===== config.mk =====
export PLATFORM = sky130hd
export DESIGN_NAME = fraction_extreme_tie_select
export DESIGN_NICKNAME = d
export VERILOG_FILES = /design/src/rtl/fets_pkg.sv /design/src/rtl/fets_cmp.sv /design/src/rtl/fraction_extreme_tie_select.sv
export SDC_FILE = /design/constraint.sdc
export NUM_CORES = 1
export LEC_CHECK = 0
export BUFFER_PORTS_ARGS = -buffer_cell sky130_fd_sc_hd__buf_4
export CAP_MARGIN = 20
export CORE_MARGIN = 3
export CORE_UTILIZATION = 45
export CTS_BUF_LIST = sky130_fd_sc_hd__clkbuf_16
export DETAILED_ROUTE_END_ITERATION = 16
export GPL_ROUTABILITY_DRIVEN = 0
export PLACE_DENSITY = 0.61
export SETUP_SLACK_MARGIN = 0.02
export SYNTH_ARGS = -nofsm -noshare
export SYNTH_HDL_FRONTEND = slang
export SYNTH_SLANG_ARGS = --single-unit

===== constraint.sdc =====
create_clock -name clk_i -period 10.7 [get_ports clk_i]
set_input_delay 0 -clock clk_i [delete_from_list [all_inputs] [get_ports clk_i]]
set_output_delay 0 -clock clk_i [all_outputs]
set_load 0.02 [all_outputs]

===== src/rtl/fets_pkg.sv =====
// package for fraction_extreme_tie_select
// register map, config struct and shared constants; no dependencies
`default_nettype none

package fets_pkg;

  localparam int unsigned ValueBitsDefault = 16;
  localparam int unsigned DenBitsW         = 5;
  localparam int unsigned CfgAddrW         = 3;
  localparam int unsigned CfgDataW         = 32;

  localparam logic [CfgAddrW-1:0] AddrSelectMode    = 3'd0;
  localparam logic [CfgAddrW-1:0] AddrDenCompareBits = 3'd4;

  typedef struct packed {
    logic                select_mode;
    logic [DenBitsW-1:0] den_compare_bits;
  } fets_cfg_t;

endpackage

`default_nettype wire


===== src/rtl/fets_cmp.sv =====
// cross-product compare of held and offered fraction with denominator tie-break
// depends on fets_pkg
`default_nettype none

module fets_cmp #(
  parameter int unsigned VALUE_BITS = fets_pkg::ValueBitsDefault
) (
  input  fets_pkg::fets_cfg_t   cfg_i,
  input  logic [VALUE_BITS-1:0] held_num_i,
  input  logic [VALUE_BITS-1:0] held_den_i,
  input  logic [VALUE_BITS-1:0] offer_num_i,
  input  logic [VALUE_BITS-1:0] offer_den_i,
  output logic                  keep_held_o
);
  import fets_pkg::*;

  localparam int unsigned ProdW = 2 * VALUE_BITS;

  logic [ProdW-1:0]      held_x;
  logic [ProdW-1:0]      offer_x;
  logic [VALUE_BITS-1:0] den_mask;
  logic [VALUE_BITS-1:0] held_den_m;
  logic [VALUE_BITS-1:0] offer_den_m;
  logic                  full_width;
  logic                  prod_pref;
  logic                  prod_eq;
  logic                  den_pref;

  assign held_x  = ProdW'(held_num_i) * ProdW'(offer_den_i);
  assign offer_x = ProdW'(offer_num_i) * ProdW'(held_den_i);

  assign full_width = (cfg_i.den_compare_bits == '0) ||
                      ({1'b0, cfg_i.den_compare_bits} >= 6'(VALUE_BITS));

  for (genvar i = 0; i < VALUE_BITS; i++) begin : g_mask
    assign den_mask[i] = full_width || (6'(i) < {1'b0, cfg_i.den_compare_bits});
  end

  assign held_den_m  = held_den_i & den_mask;
  assign offer_den_m = offer_den_i & den_mask;

  always_comb begin
    if (cfg_i.select_mode) begin
      prod_pref = held_x < offer_x;
      den_pref  = held_den_m < offer_den_m;
    end else begin
      prod_pref = held_x > offer_x;
      den_pref  = held_den_m > offer_den_m;
    end
  end

  assign prod_eq     = held_x == offer_x;
  assign keep_held_o = prod_pref || (prod_eq && den_pref);

endmodule

`default_nettype wire


===== src/rtl/fraction_extreme_tie_select.sv =====
// top level of fraction_extreme_tie_select
// depends on fets_pkg and fets_cmp
//
// usage: fractions stream in on the s_axis channel (numerator low, denominator
// high in tdata, tlast marks the final fraction of a set). the block keeps the
// greatest (select_mode 0) or least (select_mode 1) fraction by exact cross
// products; on equal products the low den_compare_bits denominator bits break
// the tie the same way, else the newer fraction wins. on the tlast word the
// chosen fraction leaves on m_axis (numerator low, denominator high) and the
// held state clears.
// an accepted word is registered in the input register and compared there
// against the held fraction; a tlast word's result is then registered in the
// result register that drives m_axis. throughput is one word per cycle while
// no tlast word waits, set by the single compare stage feeding the held register.
// reset clears all valid flags and the registers to mode 0, full-width tie-break.
// when m_axis stalls with a result waiting, non-last words still flow; a tlast
// word waits in the input register until the result register frees up.
// configuration is to be written over the apb port while the stream is idle; the block does not enforce it.
`default_nettype none

module fraction_extreme_tie_select #(
  parameter int unsigned VALUE_BITS = fets_pkg::ValueBitsDefault
) (
  input  logic                              clk_i,
  input  logic                              rst_ni,
  // apb
  input  logic                              psel,
  input  logic                              penable,
  input  logic                              pwrite,
  input  logic [fets_pkg::CfgAddrW-1:0]     paddr,
  input  logic [fets_pkg::CfgDataW-1:0]     pwdata,
  output logic [fets_pkg::CfgDataW-1:0]     prdata,
  output logic                              pready,
  // input stream
  input  logic                              s_axis_tvalid,
  output logic                              s_axis_tready,
  input  logic [2*VALUE_BITS-1:0]           s_axis_tdata,  // numerator, denominator
  input  logic                              s_axis_tlast,  // last_item
  // result stream
  output logic                              m_axis_tvalid,
  input  logic                              m_axis_tready,
  output logic [2*VALUE_BITS-1:0]           m_axis_tdata   // best_numerator, best_denominator
);
  import fets_pkg::*;

  fets_cfg_t cfg_q, cfg_d;

  logic                  in_valid_q, in_valid_d;
  logic                  in_last_q;
  logic [VALUE_BITS-1:0] in_num_q;
  logic [VALUE_BITS-1:0] in_den_q;

  logic                  hold_valid_q, hold_valid_d;
  logic [VALUE_BITS-1:0] held_num_q, held_num_d;
  logic [VALUE_BITS-1:0] held_den_q, held_den_d;

  logic                  out_valid_q, out_valid_d;
  logic [VALUE_BITS-1:0] out_num_q, out_num_d;
  logic [VALUE_BITS-1:0] out_den_q, out_den_d;

  logic                  cfg_wr;
  logic                  out_free;
  logic                  proc_fire;
  logic                  in_fire;
  logic                  keep_held;
  logic                  take_new;
  logic [VALUE_BITS-1:0] sel_num;
  logic [VALUE_BITS-1:0] sel_den;

  // configuration port
  assign pready = 1'b1;
  assign cfg_wr = psel && penable && pwrite && pready;

  always_comb begin
    cfg_d = cfg_q;
    if (cfg_wr) begin
      if (paddr == AddrSelectMode) begin
        cfg_d.select_mode = pwdata[0];
      end
      if (paddr == AddrDenCompareBits) begin
        cfg_d.den_compare_bits = pwdata[DenBitsW-1:0];
      end
    end
  end

  always_comb begin
    prdata = '0;
    if (paddr == AddrSelectMode) begin
      prdata = CfgDataW'(cfg_q.select_mode);
    end else if (paddr == AddrDenCompareBits) begin
      prdata = CfgDataW'(cfg_q.den_compare_bits);
    end
  end

  // handshake
  assign out_free      = !out_valid_q || m_axis_tready;
  assign proc_fire     = in_valid_q && (!in_last_q || out_free);
  assign s_axis_tready = !in_valid_q || proc_fire;
  assign in_fire       = s_axis_tvalid && s_axis_tready;
  assign in_valid_d    = in_fire || (in_valid_q && !proc_fire);

  fets_cmp #(
    .VALUE_BITS (VALUE_BITS)
  ) u_cmp (
    .cfg_i       (cfg_q),
    .held_num_i  (held_num_q),
    .held_den_i  (held_den_q),
    .offer_num_i (in_num_q),
    .offer_den_i (in_den_q),
    .keep_held_o (keep_held)
  );

  assign take_new = !hold_valid_q || !keep_held;
  assign sel_num  = take_new ? in_num_q : held_num_q;
  assign sel_den  = take_new ? in_den_q : held_den_q;

  always_comb begin
    hold_valid_d = hold_valid_q;
    held_num_d   = held_num_q;
    held_den_d   = held_den_q;
    out_valid_d  = out_valid_q && !m_axis_tready;
    out_num_d    = out_num_q;
    out_den_d    = out_den_q;
    if (proc_fire) begin
      if (in_last_q) begin
        hold_valid_d = 1'b0;
        held_num_d   = '0;
        held_den_d   = '0;
        out_valid_d  = 1'b1;
        out_num_d    = sel_num;
        out_den_d    = sel_den;
      end else begin
        hold_valid_d = 1'b1;
        held_num_d   = sel_num;
        held_den_d   = sel_den;
      end
    end
  end

  always_ff @(posedge clk_i or negedge rst_ni) begin
    if (!rst_ni) begin
      cfg_q        <= '0;
      in_valid_q   <= 1'b0;
      hold_valid_q <= 1'b0;
      out_valid_q  <= 1'b0;
    end else begin
      cfg_q        <= cfg_d;
      in_valid_q   <= in_valid_d;
      hold_valid_q <= hold_valid_d;
      out_valid_q  <= out_valid_d;
    end
  end

  always_ff @(posedge clk_i) begin
    if (in_fire) begin
      in_num_q  <= s_axis_tdata[VALUE_BITS-1:0];
      in_den_q  <= s_axis_tdata[2*VALUE_BITS-1:VALUE_BITS];
      in_last_q <= s_axis_tlast;
    end
    held_num_q <= held_num_d;
    held_den_q <= held_den_d;
    out_num_q  <= out_num_d;
    out_den_q  <= out_den_d;
  end

  assign m_axis_tvalid = out_valid_q;
  assign m_axis_tdata  = {out_den_q, out_num_q};

  // checks
  a_last_clears_hold: assert property (@(posedge clk_i) disable iff (!rst_ni)
    (proc_fire && in_last_q) |=> (!hold_valid_q && out_valid_q))
    else $error("held fraction not cleared after last word");

  a_nonlast_holds: assert property (@(posedge clk_i) disable iff (!rst_ni)
    (proc_fire && !in_last_q) |=> hold_valid_q)
    else $error("held flag not set after a non-last word");

  a_result_source: assert property (@(posedge clk_i) disable iff (!rst_ni)
    $rose(out_valid_q) |-> $past(proc_fire && in_last_q))
    else $error("result without a processed last word");

  a_stall_means_full: assert property (@(posedge clk_i) disable iff (!rst_ni)
    !s_axis_tready |-> (in_valid_q && in_last_q && out_valid_q))
    else $error("input stalled without a blocked last word");

endmodule

`default_nettype wire


Word level (Yosys, flattened, before mapping)
Index checks and enable logic that the tools add are counted.

Bits in registers: 106. Input bits: 75.

Mux-type cells: 9. Reductions and logical operators: 42. Multiply operators: 2. Order comparisons: 21. Eq/ne operators: 2. Bitwise gates (word level): 2.

Operators by type and width (count): $mul A16 B16 Y32 (2); $lt A4 B5 Y1 const A (8); $and A16 B16 Y16 (2); $eq A32 B32 Y1 (1); $gt A32 B32 Y1 (1); $lt A32 B32 Y1 (1); $mux W16 (2); $logic_or A1 B1 Y1 (23); $lt A3 B5 Y1 const A (4); $gt A16 B16 Y1 (1); $lt A16 B16 Y1 (1); $lt A1 B5 Y1 const A (2); $lt A2 B5 Y1 const A (2); $mux W5 (2); $logic_and A1 B1 Y1 (7); $logic_not A1 Y1 (7); $reduce_and A2 Y1 (3); $ge A5 B5 Y1 const B (1); $logic_not A5 Y1 (1); $mux W1 (5); $eq A3 B3 Y1 const B (1); $logic_not A3 Y1 (1).

Depth between registers and ports, before layout
Depth in word-level cells: 11. Mapped depth: 35. Depth with buffers taken out: 32.

By module
A second synthesis with hierarchy kept.

Cells, all modules: 2429. Area total of the unflattened synthesis: 22854.4 µm².

Modules (own cells, without submodules): fets_cmp (cells an instance 2194, area an instance 18552.8 µm², instances 1); fraction_extreme_tie_select (cells an instance 235, area an instance 4301.6 µm², instances 1).

Least setup slack after synthesis
No wires, ideal clock.

Path kind: register to register. Start point: register in_den_q[7]. End point: register out_den_q[0], data pin. Data required time: 10440 ps. Library setup time: 260 ps. Setup slack: 2132 ps. Arrival: 8308 ps. Stages on the path, launching flop included: 36. Path through: edfxtp_1 > clkbuf_1 > clkbuf_1 > nand2_1 > fa_1 > inv_1 > fa_1 > inv_1 > fa_1 > inv_1 > fa_1 > fa_1 > inv_1 > fa_1 > inv_1 > ha_1 > a21o_1 > a211o_1 > nor3_1 > o211ai_1 > a41oi_1 > nor2b_1 > o31ai_1 > nor3b_1 > a311o_1 > ha_1 > a21o_1 > a21o_1 > a21oi_1 > o21ai_0 > a221o_1 > a221o_1 > and3_4 > buf_6 > buf_6 > mux2_4.

Word-level cells in the longest chain between the ends: 8. Elaborated cells on any way between the ends: 14. Those cells by class: mul (1); order compare (4); eq/ne (1); mux (3); bitwise (1); reduce/logical (4).

Ends and longest elaborated chain: start: declaration (RTL line fraction_extreme_tie_select.sv:51) `logic [VALUE_BITS-1:0] in_den_q;`; start signal: assignment (RTL line fraction_extreme_tie_select.sv:157) `in_den_q <= s_axis_tdata[2*VALUE_BITS-1:VALUE_BITS];`; parallel branches: the longest is 4 deep, another holds $mul A16 B16 Y32; $logic_or A1 B1 Y1 (*) (RTL line fets_cmp.sv:53) `assign keep_held_o = prod_pref || (prod_eq && den_pref);`; $logic_not A1 Y1 (*) (RTL line fraction_extreme_tie_select.sv:113) `assign take_new = !hold_valid_q || !keep_held;`; $logic_or A1 B1 Y1 (*) (RTL line fraction_extreme_tie_select.sv:113); $mux W16 (*) (RTL line fraction_extreme_tie_select.sv:115) `assign sel_den = take_new ? in_den_q : held_den_q;`; named net sel_den[0] (RTL line fraction_extreme_tie_select.sv:68) `logic [VALUE_BITS-1:0] sel_den;`; end signal: assignment (RTL line fraction_extreme_tie_select.sv:163) `out_den_q <= out_den_d;`; end: declaration (RTL line fraction_extreme_tie_select.sv:59) `logic [VALUE_BITS-1:0] out_den_q, out_den_d;`.

Mark *: on every way through the listed nets, which the timed path passes. A chain may end at the register's enable or synchronous reset.

Final worst setup path
Start point: register in_num_q[7]. End point: register out_num_q[9], data pin.

Word-level cells in the longest chain between the ends: 7. Elaborated cells on any way between the ends: 10. Those cells by class: mul (1); order compare (2); eq/ne (1); mux (2); reduce/logical (4).

Ends and longest elaborated chain: start: declaration (RTL line fraction_extreme_tie_select.sv:50) `logic [VALUE_BITS-1:0] in_num_q;`; start signal: assignment (RTL line fraction_extreme_tie_select.sv:156) `in_num_q <= s_axis_tdata[VALUE_BITS-1:0];`; $mul A16 B16 Y32 (*) (RTL line fets_cmp.sv:30) `assign offer_x = ProdW'(offer_num_i) * ProdW'(held_den_i);`; $gt A32 B32 Y1 (tied with other cells) (RTL line fets_cmp.sv:47) `prod_pref = held_x > offer_x;`; $mux W1 / $logic_and A1 B1 Y1 (equally long branches) (RTL line fets_cmp.sv:43, fets_cmp.sv:53); $logic_or A1 B1 Y1 (*) (RTL line fets_cmp.sv:53); $logic_not A1 Y1 (*) (RTL line fraction_extreme_tie_select.sv:113); $logic_or A1 B1 Y1 (*) (RTL line fraction_extreme_tie_select.sv:113); $mux W16 (*) (RTL line fraction_extreme_tie_select.sv:114) `assign sel_num = take_new ? in_num_q : held_num_q;`; named net sel_num[9] (RTL line fraction_extreme_tie_select.sv:67) `logic [VALUE_BITS-1:0] sel_num;`; end signal: assignment (RTL line fraction_extreme_tie_select.sv:162) `out_num_q <= out_num_d;`; end: declaration (RTL line fraction_extreme_tie_select.sv:58) `logic [VALUE_BITS-1:0] out_num_q, out_num_d;`.

The timed path passes the listed nets; every way through them passes the cells marked *.

==> qor.log <==
INFO  run_status     run_status=complete, no violations
INFO  finish         layout-area-overhead-vs-synth=9.05%
INFO  cts            clock_transition_at_the_registers_of_the_reported_paths=0.07ns
INFO  cts            tritoncts.num_buffers=9
INFO  setup_path     cpMaxStageDelayCell=edfxtp_1
INFO  floorplan      start_util=0.457
INFO  grt            grt_antenna_before_repair=4
INFO  cts            post_cts_resized=0
INFO  grt            wire_length_of_the_first_global_routing_pass=96.4mm
INFO  synthesis      dominantRegCellSynth=edfxtp_1
INFO  sta            worst-slew-pin-transition=1.03ns
INFO  drt            drc=0
INFO  drt            final_antenna_net_count=0
INFO  setup_path     critical_path_peak_fanout=26
INFO  setup_path     regToRegSetupSlack=0.78ns
INFO  synthesis      area_fraction_in_compound_gates_after_synthesis=0.0593
INFO  finish         net_total_in_the_final_layout=3257
INFO  synthesis      syn-cell-area=23000um^2
INFO  setup_path     critical_path.startpoint_type=flip-flop
INFO  cts            clock_tree.htree_level_count=3
INFO  run            maxCapViolCount=0
INFO  cts            cts_hold_repair.buffers=41
INFO  sta            final.setup_skew=0.00879ns
INFO  grt            grt_start_max_net_pins=68
INFO  grt            grt_pass1_vias=18000
INFO  cts            tritoncts_clock_tree=built
INFO  sta            post-route-period-util=0.928
INFO  drt            wire_per_inst=18.4um
INFO  synthesis      async_reset_ff_frac=0.0849
INFO  grt            grt_util_all_layers=0.227
INFO  finish         most_common_library_cell_in_the_layout_ignoring_fill_and_taps=inv_1
INFO  setup_path     slowest_delay=1.02ns
INFO  sta            max-slew-margin-rel=0.314
INFO  synthesis      seq_total_area_yosys=0.136
INFO  sta            rsz0062_at_grt=false
INFO  synthesis      synth.yosys.warnings=0
INFO  finish         share_of_post_route_cells_with_drive_strength_above_1=0.0794
INFO  floorplan      top_level_ports=142
INFO  synthesis      netlist_instances=2457
INFO  placement      port_buffers=86
INFO  setup_path     path_type_of_the_worst_setup_path=flip-flop to flip-flop
INFO  placement      place.detailed.hpwl=48.2mm
INFO  synthesis      synth.mux.area_fraction=0.0370
INFO  floorplan      die_w=232um
INFO  synthesis      number_of_flip_flops_and_latches_in_the_synthesized_netlist=106
INFO  grt            grt_overflow_total=0
INFO  drt            total_number_of_vias=16700
INFO  cts            postCtsSetupBuffers=0
INFO  synthesis      ys_types=59
INFO  synthesis      synth_xor_area_frac=0.0213
INFO  sta            finalSetupViolCount=0
INFO  cts            cts.root.buffer_cell=clkbuf_16
INFO  synthesis      synthesis.area_per_instance=9.38um^2
INFO  sta            timing.final.crit_period=9.92ns
INFO  floorplan      die_h=232um
INFO  floorplan      die-area=54000um^2
INFO  drt            via_per_inst=5.20
INFO  setup_path     timing.critical_path.to_type=flip-flop
INFO  finish         fillCellCount=4680
INFO  setup_path     critPathRequiredTime=10.80ns
INFO  floorplan      rows=82
INFO  drt            detailedRoute.firstIterationViolations=983
INFO  synthesis      synth_adder_area_share=0.476
INFO  finish         most_frequent_cells_in_the_layout=485 x inv_1, 388 x fa_1, 321 x nand2_1
INFO  sta            max_slew_vio_count=0
INFO  drt            wirelength=59.2mm
INFO  cts            worstSkewPairLatency=0.35ns
INFO  cts            clock_sink_count=106
INFO  sta            totalNegativeSetupSlack=0ns
INFO  setup_path     crit_path_frequent_cell=fa_1
INFO  sta            finalHoldViolCount=0
INFO  setup_path     worstPathArrival=10.03ns
INFO  cts            ctsLongestPathBuffers=2
INFO  min_path       min-delay-path-class=primary input to asynchronous set/reset pin
INFO  synthesis      synth_enable_flop_cells=97
INFO  drt            drtPass1Iterations=5
INFO  synthesis      simple_gate_area_share_of_the_yosys_netlist=0.162
INFO  sta            max_clock_freq=101MHz
INFO  synthesis      largest_family_of_logic_cells_by_synthesized_area=adder cells
INFO  floorplan      design.core.area=50400um^2
sequential cells by signal, summed over array words and instances, names as in the netlist:
name / cells
held_den_q: 16
in_den_q: 16
in_last_q: 1
m_axis_tvalid: 1
out_num_q: 16
hold_valid_q: 1
cfg_q: 6
in_num_q: 16
out_den_q: 16
in_valid_q: 1
held_num_q: 16
Yosys cell counts (4+ instances only):
| library cell | instances | area (um^2) |
|---|---|---|
| xnor2_1 | 37 | 324 |
| mux2i_1 | 33 | 330 |
| nor2b_1 | 6 | 37.5 |
| ha_1 | 256 | 3200 |
| o21bai_1 | 8 | 60.1 |
| mux2_4 | 28 | 420 |
| and2_1 | 247 | 1550 |
| a21o_1 | 42 | 315 |
| and3_1 | 5 | 31.3 |
| nor3_1 | 8 | 40.0 |
| o21ai_1 | 5 | 25.0 |
| buf_6 | 4 | 45.0 |
| inv_1 | 484 | 1820 |
| edfxtp_1 | 97 | 2910 |
| a211o_1 | 4 | 35.0 |
| nand2b_1 | 71 | 444 |
| nand4_1 | 13 | 81.3 |
| a21oi_1 | 57 | 285 |
| nand2_1 | 321 | 1200 |
| o31ai_1 | 5 | 37.5 |
| o21ai_0 | 35 | 175 |
| nand3_1 | 20 | 100 |
| nor4_1 | 4 | 25.0 |
| a31oi_1 | 4 | 25.0 |
| dfrtp_1 | 9 | 225 |
| a211oi_1 | 7 | 52.6 |
| mux2_2 | 9 | 101 |
| xor2_1 | 19 | 166 |
| nor2_1 | 40 | 150 |
| a21boi_0 | 6 | 45.0 |
| o21a_1 | 13 | 97.6 |
| buf_4 | 28 | 210 |
| clkbuf_1 | 101 | 379 |
| fa_1 | 388 | 7770 |
| o211ai_1 | 6 | 45.0 |
routing by layer:
metal / vias up / share of wire / track usage
met4: 2 / 0.024 / 0.0531
met1: 8590 / 0.43 / 0.307
met5: - / 0.00019 / 0
met2: 388 / 0.49 / 0.388
met3: 76 / 0.052 / 0.0304
li1: 7681 / - / -
worst max-delay path, delay by kind of cell (launching register included):
family | cells | cell delay, ns
buf+inv | 6 | 0.54
xor+xnor | 1 | 0.14
flops | 1 | 1.02
fa+ha+maj | 8 | 3.76
compound gates | 7 | 1.87
simple gates | 7 | 2.04
mux | 1 | 0.32
through the flow:
step | hold WS, ns | instance area [um^2] | cells | util | worst slack (ns)
floorplan | -0.296 | 23100 | 2483 | - | 2.13
global placement | -0.166 | 24400 | 3158 | 0.485 | 0.951
detailed placement | -0.165 | 24400 | 3158 | 0.485 | 0.900
CTS | 0.00766 | 25100 | 3215 | 0.499 | 0.856
global route | 0.0144 | 25100 | 3215 | 0.499 | 0.342
finish | 0.00893 | 25100 | 3217 | 0.499 | 0.776
area by class of cell:
type                    instances  area (um^2)  share of cell area
clock inverters                 7         76.3             0.00304
well taps                     672          841              0.0335
multi-input cells            1754        17500               0.698
flip-flops and latches        106         3140               0.125
inverters                     484         1820              0.0723
repair buffers                183         1490              0.0592
clock buffers                   9          225             0.00896
diodes                          2         5.00            0.000199
cell families after synthesis:
kind of cell / count (synthesis)
other: 2
and+or+nand+nor: 746
xor gates and xnor gates: 56
DFF: 106
adders and majority gates: 644
AOI/OAI and AO/OA: 210
muxes: 70
buffers and inverters: 623
path summary, 6_finish.rpt:
check	endpoint	depth (start not counted)	start
worst min register to register	m_axis_tvalid$_DFF_PN0_	2	m_axis_tvalid$_DFF_PN0_
min in group clk_i	cfg_q[5]$_DFFE_PN0P_	3	paddr[1]
worst max register to register	out_num_q[9]$_DFFE_PP_	30	in_num_q[7]$_DFFE_PP_
max in group asynchronous	cfg_q[3]$_DFFE_PN0P_	2	rst_ni
worst max-delay path	out_num_q[9]$_DFFE_PP_	30	in_num_q[7]$_DFFE_PP_
worst min-delay path	cfg_q[0]$_DFFE_PN0P_	2	rst_ni
Power is left out: the tool's default activity adds up to more than one toggle a clock period on the data nets, which glitch-free logic cannot reach.
